### src/timed_pose_interpolator_defines.svh
// Assertion macros of the timed pose interpolator, used by the controller.
`ifndef TIMED_POSE_INTERPOLATOR_DEFINES_SVH
`define TIMED_POSE_INTERPOLATOR_DEFINES_SVH
`ifndef SYNTH
`define TPI_ASSERT(label, clk, rst_n, prop) \
	label: assert property (@(posedge clk) disable iff (!rst_n) prop) \
	else $error("assertion failed");
`define TPI_ASSERT_NEXT(label, clk, rst_n, a, b) \
	label: assert property (@(posedge clk) disable iff (!rst_n) (a) |=> (b)) \
	else $error("assertion failed");
`else
`define TPI_ASSERT(label, clk, rst_n, prop)
`define TPI_ASSERT_NEXT(label, clk, rst_n, a, b)
`endif
`endif

### src/tpi_pkg.sv
// Package with shared types and constants of the timed pose interpolator.
package tpi_pkg;
	localparam int MAX_POSES = 1024;
	localparam int MATRIX_ENTRIES = 16;
	localparam int SLOT_W = $clog2(MAX_POSES);
	localparam int ENT_W = $clog2(MATRIX_ENTRIES);
	localparam int CNT_W = SLOT_W + 1;
	localparam int TIME_W = 40;
	localparam int VAL_W = 32;
	localparam int T_W = 24;
	localparam logic [TIME_W-1:0] MAX_DIFF_RESET = 40'd100000;
	localparam logic [CNT_W-1:0] POSE_COUNT_RESET = CNT_W'(2);
	localparam logic CFG_MAX_DIFF = 1'b0;
	localparam logic CFG_POSE_COUNT = 1'b1;
	localparam logic OP_LOAD = 1'b0;
	localparam logic OP_QUERY = 1'b1;

	typedef struct packed {
		logic load;
		logic srch_init;
		logic srch_rd;
		logic srch_step;
		logic brk_rd0;
		logic brk_rd1;
		logic brk_cap0;
		logic brk_cap1;
		logic div_start;
		logic ent_rd;
		logic ent_cap;
		logic blend_go;
	} cmd_t;

	typedef struct packed {
		logic srch_done;
		logic too_far;
		logic div_done;
		logic ent_last;
	} stat_t;
endpackage

### src/tpi_ctrl.sv
// Controller state machine that sequences load, search, division and blending.
`include "timed_pose_interpolator_defines.svh"
module tpi_ctrl (
	input  logic           clk,
	input  logic           arst_n,
	input  logic           start,
	input  logic           op,
	output logic           busy,
	output tpi_pkg::cmd_t  cmd,
	input  tpi_pkg::stat_t stat,
	output logic           res_valid,
	output logic           res_drop,
	output logic           res_last
);
	typedef enum logic [3:0] {
		S_IDLE, S_SRD, S_SSTEP, S_BRD0, S_BRD1, S_BCAP0, S_BCAP1, S_CHECK,
		S_DIV, S_ERDA, S_ERDB, S_BLEND, S_OUT
	} state_t;

	state_t state_q;
	logic   last_q;

	always_comb begin
		cmd = '0;
		cmd.load = start && !busy && op == tpi_pkg::OP_LOAD;
		cmd.srch_init = start && !busy && op == tpi_pkg::OP_QUERY;
		case (state_q)
			S_SRD: cmd.srch_rd = 1'b1;
			S_SSTEP: cmd.srch_step = 1'b1;
			S_BRD0: cmd.brk_rd0 = 1'b1;
			S_BRD1: begin
				cmd.brk_rd1 = 1'b1;
				cmd.brk_cap0 = 1'b1;
			end
			S_BCAP0: cmd.brk_cap1 = 1'b1;
			S_CHECK: cmd.div_start = !stat.too_far;
			S_ERDA: cmd.ent_rd = 1'b1;
			S_ERDB: begin
				cmd.ent_rd = 1'b1;
				cmd.ent_cap = 1'b1;
			end
			S_BLEND: cmd.blend_go = 1'b1;
			default: ;
		endcase
	end

	assign busy = (state_q != S_IDLE);

	always_ff @(posedge clk or negedge arst_n) begin
		if (!arst_n) begin
			state_q <= S_IDLE;
			res_valid <= 1'b0;
			res_drop <= 1'b0;
			res_last <= 1'b0;
			last_q <= 1'b0;
		end else begin
			res_valid <= 1'b0;
			res_drop <= 1'b0;
			res_last <= 1'b0;
			case (state_q)
				S_IDLE: if (cmd.srch_init) state_q <= S_SRD;
				S_SRD: state_q <= stat.srch_done ? S_BRD0 : S_SSTEP;
				S_SSTEP: state_q <= S_SRD;
				S_BRD0: state_q <= S_BRD1;
				S_BRD1: state_q <= S_BCAP0;
				S_BCAP0: state_q <= S_BCAP1;
				S_BCAP1: state_q <= S_CHECK;
				S_CHECK: begin
					if (stat.too_far) begin
						res_valid <= 1'b1;
						res_drop <= 1'b1;
						res_last <= 1'b1;
						state_q <= S_IDLE;
					end else begin
						state_q <= S_DIV;
					end
				end
				S_DIV: if (stat.div_done) state_q <= S_ERDA;
				S_ERDA: state_q <= S_ERDB;
				S_ERDB: state_q <= S_BLEND;
				S_BLEND: begin
					last_q <= stat.ent_last;
					state_q <= S_OUT;
				end
				S_OUT: begin
					state_q <= last_q ? S_IDLE : S_ERDA;
				end
				default: state_q <= S_IDLE;
			endcase
			if (state_q == S_OUT) begin
				res_valid <= 1'b1;
				res_last <= last_q;
			end
		end
	end

	`TPI_ASSERT_NEXT(a_load_idle, clk, arst_n, cmd.load, state_q == S_IDLE)
	`TPI_ASSERT(a_last_valid, clk, arst_n, res_last |-> res_valid)
	`TPI_ASSERT(a_drop_last, clk, arst_n, res_drop |-> res_last)
endmodule

### config.mk
export PLATFORM = sky130hd
export DESIGN_NAME = tpi_ctrl
export DESIGN_NICKNAME = d
export VERILOG_FILES = /design/src/tpi_pkg.sv /design/src/tpi_ctrl.sv
export VERILOG_INCLUDE_DIRS = /design/src /design/src/src
export SDC_FILE = /design/constraint.sdc
export NUM_CORES = 1
export LEC_CHECK = 0
export BUFFER_PORTS_ARGS = -buffer_cell sky130_fd_sc_hd__buf_4
export CAP_MARGIN = 5
export CORE_AREA = 2 2 39 41
export CTS_BUF_LIST = sky130_fd_sc_hd__clkbuf_2 sky130_fd_sc_hd__clkbuf_4 sky130_fd_sc_hd__clkbuf_8
export DETAILED_ROUTE_END_ITERATION = 8
export DIE_AREA = 0 0 41 43
export GPL_ROUTABILITY_DRIVEN = 0
export GPL_TIMING_DRIVEN = 1
export PLACE_DENSITY = 0.67
export SYNTH_ARGS = -nofsm -noshare
export SYNTH_HDL_FRONTEND = slang
export SYNTH_SLANG_ARGS = --single-unit
### constraint.sdc
create_clock -name clk -period 2.1 [get_ports clk]
set_input_delay 0.42 -clock clk [delete_from_list [all_inputs] [get_ports clk]]
set_output_delay 0.42 -clock clk [all_outputs]
set_load 0.02 [all_outputs]
Yosys cells after proc, flatten, opt, wreduce, memory -nomap -nowiden --
Cells that the tools add are included.
Cells by class: reduce and logical (&&, ||, !) cells 9, eq/ne operators 14, bitwise gates (word level) 1, multiplexer cells 19
Operator list (number):
- $pmux W4 S13 | 1
- $eq A4 B4 Y1 const B | 5
- $eq A4 B3 Y1 const B | 4
- $mux W4 | 4
- $mux W1 | 13
- $eq A4 B2 Y1 const B | 2
- $eq A4 B1 Y1 const B | 1
- $logic_not A4 Y1 | 1
- $ne A2 B2 Y1 const B | 2
- $reduce_bool A4 Y1 | 1
- $logic_and A1 B1 Y1 | 3
- $logic_not A1 Y1 | 2
- $mux W2 | 1
- $reduce_and A2 Y1 | 1
- $reduce_or A2 Y1 | 1
- $not A1 Y1 | 1
Word-level totals: bits of input ports 8, word-level logic and storage cells 48, output and inout bits 16, register bits after elaboration 8

Longest topological paths before layout --
Gate-level depths: netlist of the first run.
depth after elaboration 6, mapped depth 4, depth with buffers taken out 3

Worst setup path before layout of the first run --
OpenSTA, ideal clock, no wires.
path type register -> output, from register state_q[2], to output cmd[11] (netlist bit), arrival 1.438 ns, cell stages (with the launch flop) 5, buffers on the path 1, data required time 1.680 ns, slack 0.242 ns, cell sequence dfrtp_1 buf_2 nor2_1 nand2_1 nor3b_1
RTL lines:
- from (decl) | line tpi_ctrl.sv:20 | state_t state_q;
- from (signal assigned) | line tpi_ctrl.sv:62 | S_SRD: state_q <= stat.srch_done ? S_BRD0 : S_SSTEP;
- from (signal assigned) | line tpi_ctrl.sv:86 | state_q <= last_q ? S_IDLE : S_ERDA;
- to (decl) | line tpi_ctrl.sv:9 | output tpi_pkg::cmd_t cmd,

==> results.sh, run 1 <==
export IMPL_status="finished, final reports clean"
export IMPL_syn_area_per_cell_um2=9.42
export IMPL_path_class="register to output pin"
export IMPL_hp_class="primary input to register"
export IMPL_mostFrequentLayoutCells="buf_4 (23), dfrtp_1 (8), nor2_1 (7), nand2b_1 (5), nor3_1 (5)"
export IMPL_reg2reg_setup_slack_ps=670
export IMPL_worst_ep_arrival_time_ps=1490
export IMPL_crit_path_start_kind="register"
export IMPL_maxCapViolCount=0
export IMPL_setup_tns_ps=0
export IMPL_diodes=0
export IMPL_period_share_pct=91.1
export IMPL_r2r_end="last_q"
export IMPL_synthSimpleGateAreaFrac_pct=34.8
export IMPL_h_tree_depth=1
export IMPL_clock_latency_ps=250
export IMPL_r2r_start="state_q[2]"
export IMPL_ir_worst_vdd_mv=0.698
export IMPL_die_h_um=43
export IMPL_core_region_area_um2=1380
export IMPL_antenna_found_initial=0
export IMPL_cts_resized=0
export IMPL_end_kind="output pin"
export IMPL_hold_path_depth=2
export IMPL_rsz0062_at_grt="false"
export IMPL_switching_share_pct=47.4
export IMPL_root_buffer="clkbuf_4"
export IMPL_finalClockSkew_ps=5.76
export IMPL_fin_nets=87
export IMPL_drt_iter0_drc=1
export IMPL_drt_total_wl_um=1150
export IMPL_max_slew_margin_pct=71.2
export IMPL_hp_start="stat[0]"
export IMPL_power_leakage_nw=0.346
export IMPL_initial_core_util_pct=36.1
export IMPL_p_sw_w=0.000489
export IMPL_dpl_instance_area_um2=672
export IMPL_slew_viol_final=0
export IMPL_worst_ep_required_time_ps=1680
export IMPL_cts_tree="built"
export IMPL_drt_antenna_violating_nets=0
export IMPL_syn_inst=53
export IMPL_p_per_area_nw_per_um2=1470
export IMPL_finalNonFillerCells=93
export IMPL_clock_sinks=8
export IMPL_clock_path_buffers=2
export IMPL_clock_power_share_pct=11.2
export IMPL_muxShareOfSynthArea_pct=4.26
export IMPL_synth_adder_area_share_pct=0
export IMPL_post_cts_buffers=0
export IMPL_hold_viol_final=0
export IMPL_drive_gt1_share_pct=40.3
export IMPL_reg2reg_depth=3
export IMPL_power_w=0.00103
export IMPL_wire_per_inst_um=12.3
export IMPL_combinationalPowerShare_pct=55.3
export IMPL_syn_num_nets=61
export IMPL_hpwlAfterDp_um=883
export IMPL_nFillCells=135
export IMPL_syn_area_um2=499
export IMPL_final_common_cell="buf_4"
export IMPL_portBuffers=23
export IMPL_vias_per_cell=4.91
export IMPL_remaining_drc_errors=0
export IMPL_vias=457
export IMPL_dp_cells=89
export IMPL_overflow=0
export IMPL_grt_pass1_vias=440
export IMPL_synth_top_family_by_area="simple AND/OR/NAND/NOR gates"
export IMPL_pwr_share_seq_pct=33.5
export IMPL_placementRows=14
export IMPL_period_needed_ps=1910
export IMPL_setup_violations=0
export IMPL_first_pass_iters=3
export IMPL_grt_pass1_wl_um=1810
export IMPL_path_max_fanout=13
export IMPL_ys_seq_area_share_pct=40.1
export IMPL_internal_power_w=0.000543
export IMPL_area_growth_pct=41.1
export IMPL_die_area_um2=1760
export IMPL_ios=24
export IMPL_grtUsageTotal_pct=15.5
export IMPL_cts_buffers=3
export IMPL_synth_xor_xnor_area_share_pct=0
export IMPL_die_width_um=41
export IMPL_max_freq_mhz=523
export IMPL_fin_hold_ws_ps=389
export IMPL_holdPathEnd="last_q"
export IMPL_clkTransAtPathRegs_ps=60
export IMPL_grt_start_max_net_pins=14
export IMPL_fin_area_um2=704
export IMPL_ys_warn_count=0
export IMPL_synth_seq_cells=8
export IMPL_synth_compound_area_share_pct=16.0
export IMPL_tightest_slew_ps=433
export IMPL_yosys_cell_types_count=27
critical path: stages (launching register included):
cell	delay, ps
dfrtp_1	600
nand2b_1	230
nor3_2	230
buf_4	170
logic make-up (layout without fill, tap and decap cells):
| group | count (synthesis) | in the layout |
|---|---|---|
| and+or+nand+nor | 30 | 30 |
| AOI/OAI and AO/OA | 9 | 9 |
| DFF | 8 | 8 |
| buffers and inverters | 4 | 28 |
| muxes | 2 | 2 |
per-stage QoR:
stage                     utilization [%]  setup slack, ps
final                                50.9              186
after global routing                 50.9             37.9
after CTS                            50.9              173
after detailed placement             48.6              467
after global placement               48.6              480
after floorplan                         -              242
state kept, by name, indices dropped and copies added (netlist names):
signal / flops
res_drop: 1
last_q: 1
res_valid: 1
res_last: 1
state_q: 4
worst max-delay path by stage:
| stage | from | end | slack, ps | cells past startpoint |
|---|---|---|---|---|
| after floorplan | state_q[2] | cmd[11] | 240 | 4 |
| after global placement | state_q[3] | cmd[3] | 480 | 3 |
| after detailed placement | state_q[2] | cmd[3] | 470 | 3 |
| after CTS | state_q[2] | cmd[3] | 170 | 3 |
| after global routing | state_q[2] | cmd[3] | 40 | 3 |
| final | state_q[2] | cmd[3] | 190 | 3 |
power by group through the flow:
stage / clock [W] / combinational (W) / sequential (W)
2_1_floorplan: 0 / 0.000449 / 0.000286
6_report: 0.000116 / 0.000571 / 0.000346
3_5_place_dp: 0 / 0.000573 / 0.000347
3_3_place_gp: 0 / 0.000564 / 0.000347
4_1_cts: 0.000122 / 0.000577 / 0.000345
5_1_grt: 0.000132 / 0.000619 / 0.000365
what timing repair did:
action	in CTS	in global routing
setup endpoints to repair	0	0
hold buffers	1	0
hold endpoints to repair	8	0
layout make-up:
cell class | instances | area (um2) | share of cell area, %
sequential | 8 | 200 | 28.4
timing repair buffer | 24 | 183 | 25.9
tap | 16 | 20.0 | 2.84
multi-input combinational | 41 | 275 | 39.1
inverter | 1 | 3.75 | 0.533
clock buffer | 3 | 22.5 | 3.20
synth_stat cells:
library cell | count | area [um2]
o21ai_0 | 1 | 5.00
a2111oi_4 | 1 | 27.5
nand2b_1 | 5 | 31.3
a21oi_1 | 1 | 5.00
and3_1 | 1 | 6.26
inv_1 | 1 | 3.75
nor2_1 | 7 | 26.3
buf_4 | 2 | 15.0
or2_4 | 1 | 8.76
and4_1 | 1 | 8.76
nor3_2 | 1 | 10.0
and2_1 | 1 | 6.26
buf_2 | 1 | 5.00
nand2_1 | 2 | 7.51
nor3_1 | 5 | 25.0
o21a_1 | 2 | 15.0
and3b_1 | 1 | 8.76
a211oi_1 | 1 | 7.51
dfrtp_1 | 8 | 200
nor2_2 | 1 | 6.26
a21o_1 | 1 | 7.51
mux2_1 | 1 | 11.3
o21ai_1 | 1 | 5.00
nor3b_1 | 3 | 22.5
o21bai_1 | 1 | 7.51
nand2_2 | 1 | 6.26
mux2i_1 | 1 | 10.0
metal layers:
metal  GRT usage [%]  vias to the layer above  wire, um
met2            24.4                       12       603
met1            17.7                      208       461
li1                -                      237         -
met4            4.00                        0         0
met3            7.85                        0        82
met5               0                        -         0
(Power assumes the default switching activity.)
==> run 2: changes to the inputs <==
Settings changed: MAX_ROUTING_LAYER set to met4.
==> run 2 against run 1 <==
Critical path depth is the same; clock-buffer cell count is the same; final cell count is the same; sequential power is essentially flat; critical endpoint unchanged.
==> results.sh, run 2 (synthesis results as in run 1) <==
export IMPL_status="finished, final reports clean"
export IMPL_initial_core_util_pct=36.1
export IMPL_nFillCells=135
export IMPL_dpl_instance_area_um2=672
export IMPL_max_slew_margin_pct=71.0
export IMPL_wire_per_inst_um=12.3
export IMPL_root_buffer="clkbuf_4"
export IMPL_setup_tns_ps=0
export IMPL_die_h_um=43
export IMPL_drt_antenna_violating_nets=0
export IMPL_die_width_um=41
export IMPL_portBuffers=23
export IMPL_maxCapViolCount=0
export IMPL_p_per_area_nw_per_um2=1460
export IMPL_drt_total_wl_um=1140
export IMPL_hpwlAfterDp_um=883
export IMPL_hp_class="primary input to register"
export IMPL_cts_tree="built"
export IMPL_clkTransAtPathRegs_ps=50
export IMPL_remaining_drc_errors=0
export IMPL_path_class="register to output pin"
export IMPL_worst_ep_arrival_time_ps=1490
export IMPL_hold_viol_final=0
export IMPL_finalNonFillerCells=93
export IMPL_multi_input_area_um2=275
export IMPL_placementRows=14
export IMPL_ir_worst_vdd_mv=0.698
export IMPL_worst_ep_required_time_ps=1680
export IMPL_hold_path_depth=2
export IMPL_drive_gt1_share_pct=40.3
export IMPL_period_share_pct=91.0
export IMPL_period_needed_ps=1910
export IMPL_vias=466
export IMPL_finalClockSkew_ps=5.34
export IMPL_first_pass_iters=3
export IMPL_dp_cells=89
export IMPL_antenna_found_initial=0
export IMPL_core_region_area_um2=1380
export IMPL_clock_latency_ps=250
export IMPL_fin_util_pct=50.9
export IMPL_cts_buffers=3
export IMPL_h_tree_depth=1
export IMPL_die_area_um2=1760
export IMPL_reg2reg_depth=3
export IMPL_clock_sinks=8
export IMPL_fin_area_um2=704
export IMPL_fin_nets=87
export IMPL_mostFrequentLayoutCells="buf_4 (23), dfrtp_1 (8), nor2_1 (7), nand2b_1 (5), nor3_1 (5)"
export IMPL_power_leakage_nw=0.346
export IMPL_drt_iter0_drc=2
export IMPL_end_kind="output pin"
export IMPL_register_area_um2=200
export IMPL_vias_per_cell=5.01
export IMPL_largest_register_ff_count=4
export IMPL_grtUsageTotal_pct=15.8
export IMPL_slew_viol_final=0
export IMPL_max_freq_mhz=523
export IMPL_area_growth_pct=41.1
export IMPL_diodes=0
export IMPL_crit_path_start_kind="register"
export IMPL_overflow=0
export IMPL_rsz0062_at_grt="false"
export IMPL_regMostFlops="state_q"
export IMPL_post_cts_buffers=0
export IMPL_final_common_cell="buf_4"
export IMPL_path_max_fanout=13
export IMPL_cts_resized=0
export IMPL_tightest_slew_ps=435
export IMPL_grt_pass1_vias=440
export IMPL_ios=24
export IMPL_reg2reg_setup_slack_ps=680
export IMPL_setup_violations=0
export IMPL_hold_buffers=1
export IMPL_clock_path_buffers=2
export IMPL_grt_pass1_wl_um=1810
export IMPL_grt_start_max_net_pins=14
run 2: stage by stage:
| stage | setup WS [ps] | hold slack, ps | total power [W] |
|---|---|---|---|
| 2_1_floorplan | 242 | 124 | 0.000734 |
| 3_3_place_gp | 480 | 243 | 0.000911 |
| 3_5_place_dp | 467 | 246 | 0.000920 |
| 4_1_cts | 173 | 382 | 0.00104 |
| 5_1_grt | 37.9 | 381 | 0.00112 |
| 6_report | 188 | 390 | 0.00103 |
run 2: worst max-delay path, stage by stage, from the launching register on:
cell and delay, ps:
dfrtp_1 610, nand2b_1 230, nor3_2 230, buf_4 170
run 2: worst paths after layout:
path                       startpoint          to
min in group asynchronous      arst_n      last_q
max in group asynchronous      arst_n  state_q[1]
hold / removal                stat[0]      last_q
setup reg to reg           state_q[2]      last_q
hold reg to reg                last_q      last_q
setup / recovery           state_q[2]      cmd[3]
run 2: per-layer routing:
metal	routed length (um)	vias up	share of wire, %	track usage [%]
li1	-	237	-	-
met1	460	215	40	17.7
met2	600	12	52	24.4
met3	77	2	6.7	7.85
met4	4	0	0.35	4.00
met5	0	-	0	-
run 2: where the power goes:
part / leakage, nW / internal, W / switching (W) / total [W]
sequential: 0.103 / 0.000214 / 0.000131 / 0.000346
clock: 0.0138 / 0.0000652 / 0.0000498 / 0.000115
combinational: 0.229 / 0.000263 / 0.000307 / 0.000570
total: 0.346 / 0.000543 / 0.000488 / 0.00103
run 2: layout make-up:
cell class / count / share of cell area (%)
repair buffers: 24 / 25.9
inverters: 1 / 0.533
flip-flops and latches: 8 / 28.4
clock buffers: 3 / 3.20
multi-input cells: 41 / 39.1
well taps: 16 / 2.84
